File: src/rtl/morse_symbol_decoder_top_macros.svh
// Assertion macros used by the RTL.
`ifndef MORSE_SYMBOL_DECODER_TOP_MACROS_SVH
`define MORSE_SYMBOL_DECODER_TOP_MACROS_SVH

// Same-cycle implication, checked on every clock outside reset.
`define MSD_ASSERT_IMPL(label, ante, cons, msg) \
  label: assert property (@(posedge clk) disable iff (rst) (ante) |-> (cons)) \
    else $error(msg);

// Next-cycle implication, checked on every clock outside reset.
`define MSD_ASSERT_NEXT(label, ante, cons, msg) \
  label: assert property (@(posedge clk) disable iff (rst) (ante) |=> (cons)) \
    else $error(msg);

`endif

File: src/rtl/msd_pkg.sv
package msd_pkg;

  localparam int unsigned LEN_W = 4;
  localparam int unsigned PATTERN_BITS = 8;
  localparam logic [LEN_W-1:0] MAX_CODE_LENGTH = 4'd8;

  localparam logic [7:0] SEPARATOR_RESET = 8'h20;
  localparam logic [7:0] CHAR_DOT = 8'h2E;
  localparam logic [7:0] CHAR_DASH = 8'h2D;
  localparam logic [7:0] CHAR_SLASH = 8'h2F;
  localparam logic [7:0] CHAR_SPACE = 8'h20;
  localparam logic [7:0] CHAR_NONE = 8'h00;

  typedef struct packed {
    logic [7:0] symbol;
    logic       end_of_message;
  } sym_in_t;

  typedef struct packed {
    logic [7:0] character;
    logic       char_valid;
    logic       decode_error;
    logic       last;
  } sym_out_t;

  // Element i sits in bit i, dash = 1. Returns CHAR_NONE when no entry matches.
  function automatic logic [7:0] morse_lookup(input logic [LEN_W-1:0] len,
                                              input logic [PATTERN_BITS-1:0] pat);
    logic [7:0] ch;
    unique case ({len, pat})
      {4'd2, 8'b00000010}: ch = "A";
      {4'd4, 8'b00000001}: ch = "B";
      {4'd4, 8'b00000101}: ch = "C";
      {4'd3, 8'b00000001}: ch = "D";
      {4'd1, 8'b00000000}: ch = "E";
      {4'd4, 8'b00000100}: ch = "F";
      {4'd3, 8'b00000011}: ch = "G";
      {4'd4, 8'b00000000}: ch = "H";
      {4'd2, 8'b00000000}: ch = "I";
      {4'd4, 8'b00001110}: ch = "J";
      {4'd3, 8'b00000101}: ch = "K";
      {4'd4, 8'b00000010}: ch = "L";
      {4'd2, 8'b00000011}: ch = "M";
      {4'd2, 8'b00000001}: ch = "N";
      {4'd3, 8'b00000111}: ch = "O";
      {4'd4, 8'b00000110}: ch = "P";
      {4'd4, 8'b00001011}: ch = "Q";
      {4'd3, 8'b00000010}: ch = "R";
      {4'd3, 8'b00000000}: ch = "S";
      {4'd1, 8'b00000001}: ch = "T";
      {4'd3, 8'b00000100}: ch = "U";
      {4'd4, 8'b00001000}: ch = "V";
      {4'd3, 8'b00000110}: ch = "W";
      {4'd4, 8'b00001001}: ch = "X";
      {4'd4, 8'b00001101}: ch = "Y";
      {4'd4, 8'b00000011}: ch = "Z";
      {4'd5, 8'b00011111}: ch = "0";
      {4'd5, 8'b00011110}: ch = "1";
      {4'd5, 8'b00011100}: ch = "2";
      {4'd5, 8'b00011000}: ch = "3";
      {4'd5, 8'b00010000}: ch = "4";
      {4'd5, 8'b00000000}: ch = "5";
      {4'd5, 8'b00000001}: ch = "6";
      {4'd5, 8'b00000011}: ch = "7";
      {4'd5, 8'b00000111}: ch = "8";
      {4'd5, 8'b00001111}: ch = "9";
      {4'd6, 8'b00101010}: ch = ".";
      {4'd6, 8'b00110011}: ch = ",";
      {4'd6, 8'b00001100}: ch = "?";
      {4'd6, 8'b00000111}: ch = ":";
      {4'd6, 8'b00100001}: ch = "-";
      {4'd6, 8'b00010110}: ch = "@";
      default:             ch = CHAR_NONE;
    endcase
    return ch;
  endfunction

endpackage

File: src/rtl/morse_symbol_decoder_top.sv
// Channel   Direction  Handshake           Payload
// in        to block   in_valid/in_stall   in_data   (symbol, end_of_message)
// out       from block out_valid/out_stall out_data  (character, char_valid,
//                                                     decode_error, last)
// cfg       to block   cfg_wen             cfg_wdata (separator_char)
//
// Flow: one input transfer per clock while in_stall is low. The transfer
//   loads the input register; the output register, or the skid entry
//   behind it, is then loaded from the single-pass token update and table
//   match.
// Reset: rst is synchronous, active high; it clears the token and sets the
//   separator to a space.
// Stalls: a two-entry result buffer (output register plus skid) parts the
//   sides; in_stall rises only when both entries are full and an item waits.
`include "morse_symbol_decoder_top_macros.svh"

module morse_symbol_decoder_top
  import msd_pkg::*;
(
  input  logic     clk,
  input  logic     rst,
  input  logic     in_valid,
  output logic     in_stall,
  input  sym_in_t  in_data,
  output logic     out_valid,
  input  logic     out_stall,
  output sym_out_t out_data,
  input  logic     cfg_wen,
  input  logic [7:0] cfg_wdata
);

  // Separator register
  logic [7:0] separator_char;

  // Input register
  logic    s1_valid;
  sym_in_t s1_data;

  // Token accumulator
  logic [PATTERN_BITS-1:0] code_pattern, code_pattern_next;
  logic [LEN_W-1:0]        code_length, code_length_next;
  logic                    slash_seen, slash_seen_next;
  logic                    token_invalid, token_invalid_next;

  // Skid entry behind the output register
  logic     skid_valid;
  sym_out_t skid_data;

  // Token after the current symbol is folded in (non-separator path)
  logic [PATTERN_BITS-1:0] upd_pattern;
  logic [LEN_W-1:0]        upd_length;
  logic                    upd_slash;
  logic                    upd_invalid;

  // Token being closed and its decode
  logic [PATTERN_BITS-1:0] cls_pattern;
  logic [LEN_W-1:0]        cls_length;
  logic                    cls_slash;
  logic                    cls_invalid;
  logic [7:0]              lookup_char;
  logic                    cls_error;

  logic     is_sep;
  logic     closing;
  logic     fire;
  logic     push;
  logic     pop;
  sym_out_t result;

  // Process the held item only while the skid entry is free; a result can
  // then always land in the output register or the skid.
  assign fire     = s1_valid && !skid_valid;
  assign in_stall = s1_valid && skid_valid;
  assign pop      = out_valid && !out_stall;

  assign is_sep = (s1_data.symbol == separator_char);

  // Fold a non-separator symbol into the token.
  always_comb begin
    upd_pattern = code_pattern;
    upd_length  = code_length;
    upd_slash   = slash_seen;
    upd_invalid = token_invalid;
    if (s1_data.symbol == CHAR_DOT || s1_data.symbol == CHAR_DASH) begin
      if (slash_seen) begin
        upd_invalid = 1'b1;
      end
      if (code_length >= MAX_CODE_LENGTH) begin
        // drop the overlong element, remember the token is bad
        upd_invalid = 1'b1;
      end else begin
        if (code_length < LEN_W'(PATTERN_BITS) && s1_data.symbol == CHAR_DASH) begin
          upd_pattern[code_length[$clog2(PATTERN_BITS)-1:0]] = 1'b1;
        end
        upd_length = code_length + 4'd1;
      end
    end else if (s1_data.symbol == CHAR_SLASH) begin
      if (code_length != '0 || slash_seen) begin
        upd_invalid = 1'b1;
      end
      upd_slash = 1'b1;
    end else begin
      upd_invalid = 1'b1;
    end
  end

  // A separator closes the token as it stands; end of message closes the
  // token after the symbol is taken in. Separator match wins over '.', '-', '/'.
  always_comb begin
    if (is_sep) begin
      cls_pattern = code_pattern;
      cls_length  = code_length;
      cls_slash   = slash_seen;
      cls_invalid = token_invalid;
    end else begin
      cls_pattern = upd_pattern;
      cls_length  = upd_length;
      cls_slash   = upd_slash;
      cls_invalid = upd_invalid;
    end
  end

  assign closing = is_sep || s1_data.end_of_message;

  assign lookup_char = morse_lookup(cls_length, cls_pattern);
  assign cls_error   = cls_invalid ||
                       (!cls_slash && (cls_length > LEN_W'(PATTERN_BITS) ||
                                       lookup_char == CHAR_NONE));

  always_comb begin
    result.character    = cls_error ? CHAR_NONE : (cls_slash ? CHAR_SPACE : lookup_char);
    result.char_valid   = !cls_error;
    result.decode_error = cls_error;
    result.last         = s1_data.end_of_message;
  end

  // An empty token closes silently.
  assign push = fire && closing &&
                (cls_length != '0 || cls_slash || cls_invalid);

  // Hold the token, advance it, or clear it on close.
  always_comb begin
    code_pattern_next  = code_pattern;
    code_length_next   = code_length;
    slash_seen_next    = slash_seen;
    token_invalid_next = token_invalid;
    if (fire) begin
      if (closing) begin
        code_pattern_next  = '0;
        code_length_next   = '0;
        slash_seen_next    = 1'b0;
        token_invalid_next = 1'b0;
      end else begin
        code_pattern_next  = upd_pattern;
        code_length_next   = upd_length;
        slash_seen_next    = upd_slash;
        token_invalid_next = upd_invalid;
      end
    end
  end

  always_ff @(posedge clk) begin
    if (rst) begin
      separator_char <= SEPARATOR_RESET;
      s1_valid       <= 1'b0;
      code_pattern   <= '0;
      code_length    <= '0;
      slash_seen     <= 1'b0;
      token_invalid  <= 1'b0;
      out_valid      <= 1'b0;
      skid_valid     <= 1'b0;
    end else begin
      if (cfg_wen) begin
        separator_char <= cfg_wdata;
      end

      // Input register: take a transfer whenever it is empty or draining.
      if (!in_stall) begin
        s1_valid <= in_valid;
      end

      code_pattern  <= code_pattern_next;
      code_length   <= code_length_next;
      slash_seen    <= slash_seen_next;
      token_invalid <= token_invalid_next;

      // Result buffer: refill from skid first, else load a new result into
      // whichever entry is free.
      if (skid_valid) begin
        if (pop) begin
          out_valid  <= 1'b1;
          skid_valid <= 1'b0;
        end
      end else if (push) begin
        if (!out_valid || pop) begin
          out_valid <= 1'b1;
        end else begin
          skid_valid <= 1'b1;
        end
      end else if (pop) begin
        out_valid <= 1'b0;
      end
    end
  end

  // Payload registers
  always_ff @(posedge clk) begin
    if (!in_stall && in_valid) begin
      s1_data <= in_data;
    end
    if (skid_valid) begin
      if (pop) begin
        out_data <= skid_data;
      end
    end else if (push) begin
      if (!out_valid || pop) begin
        out_data <= result;
      end else begin
        skid_data <= result;
      end
    end
  end

  // The skid entry fills only behind a held output register.
  `MSD_ASSERT_IMPL(a_skid_behind_out, skid_valid, out_valid, "skid full with output empty")

  // Length saturates at the maximum code length.
  `MSD_ASSERT_IMPL(a_len_bound, 1'b1, code_length <= MAX_CODE_LENGTH,
                   "code length past maximum")

  // A slash never shares a valid token with elements.
  `MSD_ASSERT_IMPL(a_slash_alone, slash_seen, code_length == '0 || token_invalid,
                   "slash mixed with elements in a valid token")

  // A closing item always leaves an empty token behind.
  `MSD_ASSERT_NEXT(a_close_clears, fire && closing,
                   code_length == '0 && !slash_seen && !token_invalid,
                   "token not cleared after close")

endmodule

File: config.mk
export PLATFORM = sky130hd
export DESIGN_NAME = morse_symbol_decoder_top
export DESIGN_NICKNAME = d
export VERILOG_FILES = /design/src/rtl/msd_pkg.sv /design/src/rtl/morse_symbol_decoder_top.sv
export VERILOG_INCLUDE_DIRS = /design/src /design/src/rtl
export SDC_FILE = /design/constraint.sdc
export NUM_CORES = 1
export LEC_CHECK = 0
export BUFFER_PORTS_ARGS = -buffer_cell sky130_fd_sc_hd__buf_2
export CORE_AREA = 4 4 85 87
export DETAILED_ROUTE_END_ITERATION = 10
export DIE_AREA = 0 0 89 91
export MAX_ROUTING_LAYER = met4
export PLACE_DENSITY = 0.74
export SLEW_MARGIN = 20
export SYNTH_ARGS = -nofsm -noshare
export SYNTH_HDL_FRONTEND = slang
export SYNTH_SLANG_ARGS = --single-unit
export TNS_END_PERCENT = 5
File: constraint.sdc
create_clock -name clk -period 5.1 [get_ports clk]
set_clock_uncertainty 0.2 [all_clocks]
set_input_delay 0.51 -clock clk [delete_from_list [all_inputs] [get_ports clk]]
set_output_delay 0.51 -clock clk [all_outputs]
set_load 0.01 [all_outputs]
==> results of run 1 <==
-- cells in the mapped netlist (3+ instances only) --
cell type  number  share of area (%)
a21o_1          4               0.87
o21a_1          3               0.65
mux2_2          6                2.0
and2_1          4               0.73
nor2b_1         5               0.91
or3_1           7                1.3
clkbuf_1       14                1.5
nor3_1         12                1.7
nand2b_1        5               0.91
o22ai_1         4               0.73
xor2_1          9                2.3
a31o_2          3               0.76
inv_1           7               0.76
a21oi_1        27                3.9
nand2_1        41                4.5
a31oi_1         8                1.5
o2111ai_1       3               0.76
edfxtp_1       29                 25
a211o_1         5                1.3
nor2_1         49                5.3
o32ai_1         3               0.76
a41oi_1         3               0.76
nor4_1          7                1.3
or2_2           4               0.73
mux2i_1        12                3.5
and3_1          5               0.91
nand3_1        15                2.2
nand4_1         4               0.73
dfxtp_1        25                 15
nor3b_1         4               0.87
o21ai_0        14                2.0
-- area by class of cell --
cell class | count | area, µm²
sequential | 54 | 1370
clock buffer | 6 | 82.6
multi-input combinational | 305 | 1940
timing repair buffer | 36 | 188
clock inverter | 2 | 16.3
tap | 77 | 96.3
fill | 581 | 2620
inverter | 8 | 30.0
-- power by group --
| part | leakage, nW | internal [W] | switching (W) |
|---|---|---|---|
| combinational | 0.842 | 0.0000220 | 0.0000329 |
| clock | 0.0478 | 0.000112 | 0.000139 |
| sequential | 0.477 | 0.000468 | 0.00000897 |
| total | 1.37 | 0.000602 | 0.000181 |
-- routing by layer --
layer	global-route usage (%)	share of wire [%]	up-vias
met2	33.8	48	148
met5	-	0	-
met4	6.58	2.4	0
met1	30.6	43	1486
met3	3.89	6.8	24
li1	-	-	1493
-- state kept, by name, summed over array words and instances, names as in the netlist --
register / flops
skid_valid: 1
out_valid: 1
result: 1
code_length: 4
s1_data: 8
s1_valid: 1
skid_data: 10
out_data: 10
separator_char: 8
slash_seen: 1
code_pattern: 8
token_invalid: 1
-- logic make-up (layout without fill, tap and decap cells) --
kind of cell | Yosys count | count (layout)
xor+xnor | 10 | 10
other cells | 1 | 1
buf+inv | 29 | 52
mux | 19 | 19
fa+ha+maj | 2 | 2
flops | 54 | 54
compound gates | 102 | 102
simple gates | 171 | 171
-- final timing paths --
check,from,to,slack [ps],depth (start not counted)
max,s1_data[2],out_data[7],950,10
min,in_data[6],s1_data[6],180,1
min reg2reg,token_invalid,token_invalid,300,2
max reg2reg,s1_data[2],out_data[7],950,10
-- through the flow --
stage	utilization [%]	hold WS, ps
after floorplan	-	249
after global placement	57.1	271
after detailed placement	57.1	288
after CTS	58.7	171
after global routing	58.7	154
final	58.7	176
==> metrics.txt, run 1 <==
status finished, final reports clean; Synth Register Bits 54; Final setup viols 0; xor/xnor share of the synthesized area 2.54%; Tot GR Track Use 22.4%; CP peak stage delay 560 ps; Pre-antenna DRT Iters 5; register area share after synthesis 39.8%; DR WL/cell 18.3 µm; number of routed nets with antenna violations 0; Buffers on Ports 33; TNS Setup 0 ps; crit path max fanout 11; placed insts 480; yosys warns 0; Iter 0 DRT Violations 347; CTS Sinks 54; H-tree Lvls 2; core area 6350 µm²; DRC 0; GP Congestion 0.989; startpoint types register; share of layout cells above drive strength 1 17.3%; maximum vdd drop 170 µV; RSZ-0062 raised after global routing no; Area Growth Syn to Fin 8.09%; EDFF count, synth 29; Mapped Avg Cell Area 8.88 µm²; WL final 8940 µm; worst-case clock buffer depth 2; fin nets 434; CTS tree yes; Gate Count Post-Synth 388; first-pass GRT wire length 14200 µm; Synth Area in Compound Gates 21.9%; Worst Path Required 4940 ps; Post-Place Worst Slack 1010 ps; worst skew pair latency 300 ps; Final period util 81.4%; Cell Rows 29; DR vias 3151; Slew Limit Fails 0; GRT overflow 0; max-cap check violation count 0; ant diodes 0; worst endpoint data arrival time 4000 ps; hold buffers post-CTS 0; most frequent cells in the layout nor2_1, nand2_1, buf_2; final worst path period need 4150 ps; Tot Pwr 0.000783 W; fin worst setup slack 946 ps; post-synthesis mux area share 5.88%; post-CTS setup buffers 0; Synth Flop Type edfxtp_1; ys async rst share 0%; fraction of the mapped netlist area in simple logic gates 25.2%; vias in the first global route 2789; CTS Buf Count 5; PwrDens 210 nW/µm²; worst-path cell chain xor2_1 > nor4_4 > a211oi_2 > a31o_2 > a32o_1 > nor3b_1 > nor4_1 > nand3_1 > nor4bb_1 > o21ai_0; post-CTS sizing 0; f_max 241 MHz; final hold viol count 0; Least-Margin Pin Slew 792 ps; adder-cell area share of the yosys netlist 0.726%; Buf/Inv on CP 0; Final Cell Area 3730 µm²; Critical Path End Type register; slowest stage cell, crit path nor4_4; Clock transition at path regs 100 ps; Die Span Y 91 µm; Lkg Pwr 1.37 nW; DP Area 3630 µm²; largest family of logic cells by synthesized area simple AND/OR/NAND/NOR gates; Worst path top cell family by delay simple AND/OR/NAND/NOR gates; synthesized area 3450 µm²; Non-Filler Instances 488; post-DP HPWL 6660 µm; antenna violations before repair 0; Avg Vias per Cell 6.46; post-synth cell types 66; Horiz. Die Dim 89 µm; Hold Crit Class input pin to register; commonest non-fill, non-tap cell in the layout nor2_1; I/O pin count 35; Mapped Nets 412; CTS root buffer clkbuf_8; max_slew headroom 47.1%; largest net degree at the start of global routing 20; crit path kind register to register; Initial Util 54.3%; DIE AREA 8100 µm²
(Power assumes the default switching activity.)
==> run 2, diff against run 1 <==
==> constraint.sdc (replaced) <==
create_clock -name clk -period 4.4 [get_ports clk]
set_clock_uncertainty 0.2 [all_clocks]
set_input_delay 0.44 -clock clk [delete_from_list [all_inputs] [get_ports clk]]
set_output_delay 0.44 -clock clk [all_outputs]
set_load 0.01 [all_outputs]
==> metrics.txt, run 2 (same netlist as run 1, synthesis figures left out) <==
status finished, final reports clean (unchanged); CTS Sinks 54 (unchanged); R2R setup slack 360 ps (was 950 ps); max-cap check violation count 0 (unchanged); Slew Limit Fails 0 (unchanged); Cell Rows 29 (unchanged); FF+latch area 1370 µm² (unchanged); TNS Setup 0 ps (unchanged); vias in the first global route 2939 (was 2789); Reg2Reg Depth 10 (unchanged); worst-case clock buffer depth 2 (unchanged); cell mode on critical path a211o_1; crit path kind register to register (unchanged); antenna violations before repair 0 (unchanged); Tot GR Track Use 22.7% (was 22.4%); max_slew headroom 39.8% (was 47.1%); final worst path period need 4040 ps (was 4150 ps); GRT overflow 0 (unchanged); Die Span Y 91 µm (unchanged); Buffers on Ports 33 (unchanged); CP Depth 10 (unchanged); number of routed nets with antenna violations 0 (unchanged); RSZ-0062 raised after global routing no (unchanged); DR WL/cell 17.8 µm (was 18.3 µm); fillers 551 (was 581); CP peak stage delay 600 ps (was 560 ps); Worst R2R Start s1_data[2] (unchanged); Final setup viols 0 (unchanged); Least-Margin Pin Slew 902 ps (was 792 ps); I/O pin count 35 (unchanged); crit path max fanout 12 (was 11); met1 GRT Util 29.5% (was 30.6%); maximum vdd drop 219 µV (was 170 µV); core area 6350 µm² (unchanged); Buf/Inv on CP 0 (unchanged); Multi-input gate area 1950 µm² (was 1940 µm²); first-pass GRT wire length 14300 µm (was 14200 µm); CTS Buf Count 5 (unchanged); worst-path cell chain xor2_1 > nor4_4 > a211o_1 > mux2_4 > nand2_1 > nor3_1 > a211o_1 > or3b_2 > a2111oi_2 > o21ai_0 (was xor2_1 > nor4_4 > a211oi_2 > a31o_2 > a32o_1 > nor3b_1 > nor4_1 > nand3_1 > nor4bb_1 > o21ai_0); Pre-antenna DRT Iters 5 (unchanged); PwrDens 238 nW/µm² (was 210 nW/µm²); DRC 0 (unchanged); post-DP HPWL 6750 µm (was 6660 µm); post-CTS setup buffers 0 (unchanged); min-delay src in_data[4] (was in_data[6]); Hold Crit Class input pin to register (unchanged); Final Cell Area 3800 µm² (was 3730 µm²); DR vias 3205 (was 3151); top flop regs out_data x10, skid_data x10 (unchanged); Clock transition at path regs 100 ps (about the same); Lkg Pwr 1.41 nW (was 1.37 nW); final hold viol count 0 (unchanged); WL final 8840 µm (was 8940 µm); Worst path top cell family by delay simple AND/OR/NAND/NOR gates (unchanged); Horiz. Die Dim 89 µm (unchanged); Final period util 91.9% (was 81.4%); Iter 0 DRT Violations 360 (was 347); Worst Path Required 4250 ps (was 4940 ps); f_max 247 MHz (was 241 MHz); Reg-to-Reg End out_data[6] (was out_data[7]); CTS tree yes (unchanged); largest net degree at the start of global routing 20 (unchanged); Area Growth Syn to Fin 10.3% (was 8.09%); GR Util met3 4.89% (was 3.89%); post-CTS sizing 0 (unchanged); global routing usage on met2 34.7% (was 33.8%); Avg Vias per Cell 6.45 (was 6.46); CP startpoint s1_data[2] (unchanged); GP Congestion 0.989 (about the same); H-tree Lvls 2 (unchanged); ant diodes 0 (unchanged); most frequent cells in the layout nor2_1, nand2_1, buf_2 (unchanged); hold buffers post-CTS 0 (unchanged); worst skew pair latency 300 ps (about the same); worst endpoint data arrival time 3890 ps (was 4000 ps); slowest stage cell, crit path nor4_4 (unchanged); DP Area 3690 µm² (was 3630 µm²); Initial Util 54.3% (unchanged); startpoint types register (unchanged); grt peak-use layer met2 (unchanged); commonest non-fill, non-tap cell in the layout nor2_1 (unchanged); DIE AREA 8100 µm² (unchanged); CTS root buffer clkbuf_8 (unchanged); share of layout cells above drive strength 1 19.0% (was 17.3%); Critical Path End Type register (unchanged); fin nets 443 (was 434); crit path capture out_data[6] (was out_data[7])
==> run 2: how the worst min path moves through the flow <==
stage | end | slack (ps) | cells after the start
finish | s1_data[4] | 110 | 1
global route | s1_data[3] | 90 | 1
CTS | s1_data[8] | 100 | 1
detailed placement | code_pattern[6] | 280 | 2
global placement | code_pattern[6] | 280 | 2
floorplan | token_invalid | 250 | 2
==> run 2: metal layers <==
| metal | up-vias | part of all wire [%] |
|---|---|---|
| met2 | 172 | 46 |
| met1 | 1482 | 42 |
| li1 | 1515 | - |
| met4 | 0 | 4.0 |
| met5 | - | 0 |
| met3 | 36 | 7.8 |
==> run 2: through the flow <==
step | setup slack (ps) | hold slack (ps) | util, % | instances | total power, W
global placement | 438 | 278 | 58.2 | 489 | 0.000626
detailed placement | 428 | 284 | 58.2 | 489 | 0.000627
CTS | 415 | 100 | 59.7 | 497 | 0.000917
global route | 32.1 | 88.4 | 59.9 | 497 | 0.000947
floorplan | 783 | 249 | - | 388 | 0.000607
finish | 358 | 111 | 59.9 | 497 | 0.000905
==> run 2: layout make-up <==
type / count / share of cell area (%)
Multi-Input combinational cell: 305 / 51.3
Sequential cell: 54 / 36.1
Timing Repair Buffer: 45 / 6.71
Tap cell: 77 / 2.53
Clock buffer: 6 / 2.17
Inverter: 8 / 0.790
Clock inverter: 2 / 0.428
==> run 2: power breakdown <==
group / switching, W / internal (W) / leakage [nW]
combinational: 0.0000384 / 0.0000252 / 0.887
sequential: 0.0000105 / 0.000542 / 0.477
clock: 0.000159 / 0.000130 / 0.0478
==> run 2: worst reg2reg max path, cell delays in order, from the launching register on <==
cell and delay [ps]:
edfxtp_1 530, xor2_1 220, nor4_4 600, a211o_1 300
mux2_4 340, nand2_1 290, nor3_1 110, a211o_1 300
or3b_2 470, a2111oi_2 300, o21ai_0 130
==> run 3, diff against run 2 <==
--- a/config.mk
+++ b/config.mk
@@ -6,12 +6,13 @@
 export SDC_FILE = /design/constraint.sdc
 export NUM_CORES = 1
 export LEC_CHECK = 0
+export ABC_AREA = 1
 export BUFFER_PORTS_ARGS = -buffer_cell sky130_fd_sc_hd__buf_2
-export CORE_AREA = 4 4 85 87
+export CORE_AREA = 4 4 95 97
 export DETAILED_ROUTE_END_ITERATION = 10
-export DIE_AREA = 0 0 89 91
+export DIE_AREA = 0 0 99 101
 export MAX_ROUTING_LAYER = met4
-export PLACE_DENSITY = 0.74
+export PLACE_DENSITY = 0.72
 export SLEW_MARGIN = 20
 export SYNTH_ARGS = -nofsm -noshare
 export SYNTH_HDL_FRONTEND = slang
==> metrics.txt, run 3 <==
status finished, final reports clean (unchanged); yosys warns 0 (unchanged); final worst path period need 3650 ps (was 4040 ps); worst-case clock buffer depth 2 (unchanged); startpoint types register (unchanged); Synth Flop Type edfxtp_1 (unchanged); Final Cell Area 4580 µm² (was 3800 µm²); final hold viol count 0 (unchanged); Slew Limit Fails 0 (unchanged); DR WL/cell 13.6 µm (was 17.8 µm); ant diodes 0 (unchanged); CTS tree yes (unchanged); R2R setup slack 750 ps (was 360 ps); CP startpoint code_length[0] (was s1_data[2]); EDFF count, synth 29 (unchanged); Gate Count Post-Synth 654 (was 388); CTS Buf Count 5 (unchanged); crit path capture out_data[6] (unchanged); Buffers on Ports 33 (unchanged); Pre-antenna DRT Iters 5 (unchanged); Least-Margin Pin Slew 880 ps (was 902 ps); fin nets 702 (was 443); crit path max fanout 14 (was 12); antenna violations before repair 0 (unchanged); Die Span Y 101 µm (was 91 µm); I/O pin count 35 (unchanged); most frequent cells in the layout nand2_1, nor2_1, inv_1 (was nor2_1, nand2_1, buf_2); H-tree Lvls 2 (unchanged); DIE AREA 10000 µm² (was 8100 µm²); max-cap check violation count 0 (unchanged); Initial Util 53.0% (was 54.3%); Hold Crit Class input pin to register (unchanged); Reg2Reg Depth 18 (was 10); top cells by count, synth nand2_1, nor2_1, inv_1 (was nor2_1, nand2_1, edfxtp_1); Horiz. Die Dim 99 µm (was 89 µm); ys async rst share 0% (unchanged); post-CTS setup buffers 0 (unchanged); fin worst setup slack 753 ps (was 358 ps); Cell Rows 33 (was 29); top cell type's share of synthesized area 20.2% (was 25.3%); WL final 10600 µm (was 8840 µm); Post-Place Worst Slack 884 ps (was 428 ps); post-DP HPWL 8360 µm (was 6750 µm); Lkg Pwr 2.36 nW (was 1.41 nW); Worst R2R Start code_length[0] (was s1_data[2]); worst skew pair latency 310 ps (was 300 ps); RSZ-0062 raised after global routing no (unchanged); final core occ 56.3% (was 59.9%); largest net degree at the start of global routing 34 (was 20); Mapped Nets 678 (was 412); crit path kind register to register (unchanged); Worst Path Required 4360 ps (was 4250 ps); CTS Sinks 54 (unchanged); top flop regs out_data x10, skid_data x10 (unchanged); GP Congestion 0.951 (was 0.989); post-CTS sizing 0 (unchanged); Tot GR Track Use 22.2% (was 22.7%); Critical Path End Type register (unchanged); DP Area 4480 µm² (was 3690 µm²); Area Growth Syn to Fin 6.39% (was 10.3%); worst endpoint data arrival time 3610 ps (was 3890 ps); commonest non-fill, non-tap cell in the layout nand2_1 (was nor2_1); share of layout cells above drive strength 1 18.1% (was 19.0%); DRC 0 (unchanged); Avg Vias per Cell 5.31 (was 6.45); register area share after synthesis 31.8% (was 39.8%); PwrDens 204 nW/µm² (was 238 nW/µm²); GRT overflow 0 (unchanged); largest area contributor in the netlist edfxtp_1 (unchanged); Mapped Avg Cell Area 6.59 µm² (was 8.88 µm²); max_slew headroom 41.1% (was 39.8%); Tot Pwr 0.000936 W (was 0.000905 W); CTS root buffer clkbuf_8 (unchanged); number of routed nets with antenna violations 0 (unchanged); first-pass GRT wire length 17800 µm (was 14300 µm); post-synth cell types 40 (was 66); Reg-to-Reg End out_data[6] (unchanged); DR vias 4160 (was 3205); maximum vdd drop 143 µV (was 219 µV); f_max 274 MHz (was 247 MHz); vias in the first global route 3881 (was 2939); leading post-synthesis cells by cell area edfxtp_1, nand2_1, dfxtp_1 (was edfxtp_1, dfxtp_1, nor2_1); Clock transition at path regs 100 ps (about the same); synthesized area 4310 µm² (was 3450 µm²); Final period util 82.9% (was 91.9%); core area 8130 µm² (was 6350 µm²); Synth Register Bits 54 (unchanged); Iter 0 DRT Violations 200 (was 360); Final setup viols 0 (unchanged); TNS Setup 0 ps (unchanged); top-count cell post-synth nand2_1 (was nor2_1); hold buffers post-CTS 0 (unchanged)
==> run 3: worst min-delay path by stage <==
stage | depth (start not counted) | endpoint | start | slack [ps]
2_1_floorplan | 2 | code_pattern[6] | code_pattern[6] | 230
4_1_cts | 1 | s1_data[8] | in_data[8] | 80
6_report | 1 | s1_data[2] | in_data[2] | 100
5_1_grt | 1 | s1_data[1] | in_data[1] | 80
3_5_place_dp | 2 | code_pattern[6] | code_pattern[6] | 240
3_3_place_gp | 2 | code_pattern[6] | code_pattern[6] | 230
==> run 3: area by class of cell <==
cell class              instances  area (µm²)
clock inverters                 2        16.3
clock buffers                   6        82.6
fillers                       785        3550
repair buffers                 34         173
flip-flops and latches         54        1370
well taps                     105         131
inverters                      76         285
multi-input cells             507        2520
==> run 3: worst max-delay path, stage by stage (launching register included) <==
cell and delay (ps):
dfxtp_1 680, inv_1 250, ha_1 340, nand2_1 50, nand2_1 60, nand2_1 50
nand2_1 90, nand2_1 70, nand2_2 100, nand2_1 100, nor2_2 470, nand3_1 270
nand2_1 130, nor2_1 60, nand2_2 100, nor2_4 60, nand3_2 110, nand4_1 130
a21oi_1 170
==> run 3: cells by family (layout without fill, tap and decap cells) <==
kind of cell,after synthesis,in the layout,share of synthesized area (%)
buffers and inverters,93,118,9.58
flip-flops,54,54,31.8
adder cells (fa/ha/maj),2,2,0.581
XOR/XNOR,2,2,0.407
AO/OA/AOI/OAI,59,59,7.96
other,1,1,0.0870
AND/OR/NAND/NOR,443,443,49.5
==> run 3: routing by layer <==
| metal | track usage (%) | wire length, µm | share of wire (%) |
|---|---|---|---|
| met5 | - | 0 | 0 |
| met4 | 7.67 | 308 | 2.9 |
| met3 | 3.11 | 478 | 4.5 |
| met2 | 37.4 | 5090 | 48 |
| met1 | 27.2 | 4750 | 45 |
==> run 3: through the flow <==
stage               hold WS [ps]  instances
floorplan                    226        654
global placement             233        776
detailed placement           241        776
CTS                         79.5        784
global route                78.7        784
finish                      97.3        784
==> run 3: power by group <==
part	switching (W)	internal [W]	total [W]
clock network	0.000170	0.000130	0.000300
logic	0.0000554	0.0000276	0.0000830
registers	0.00000983	0.000543	0.000553
total	0.000235	0.000701	0.000936
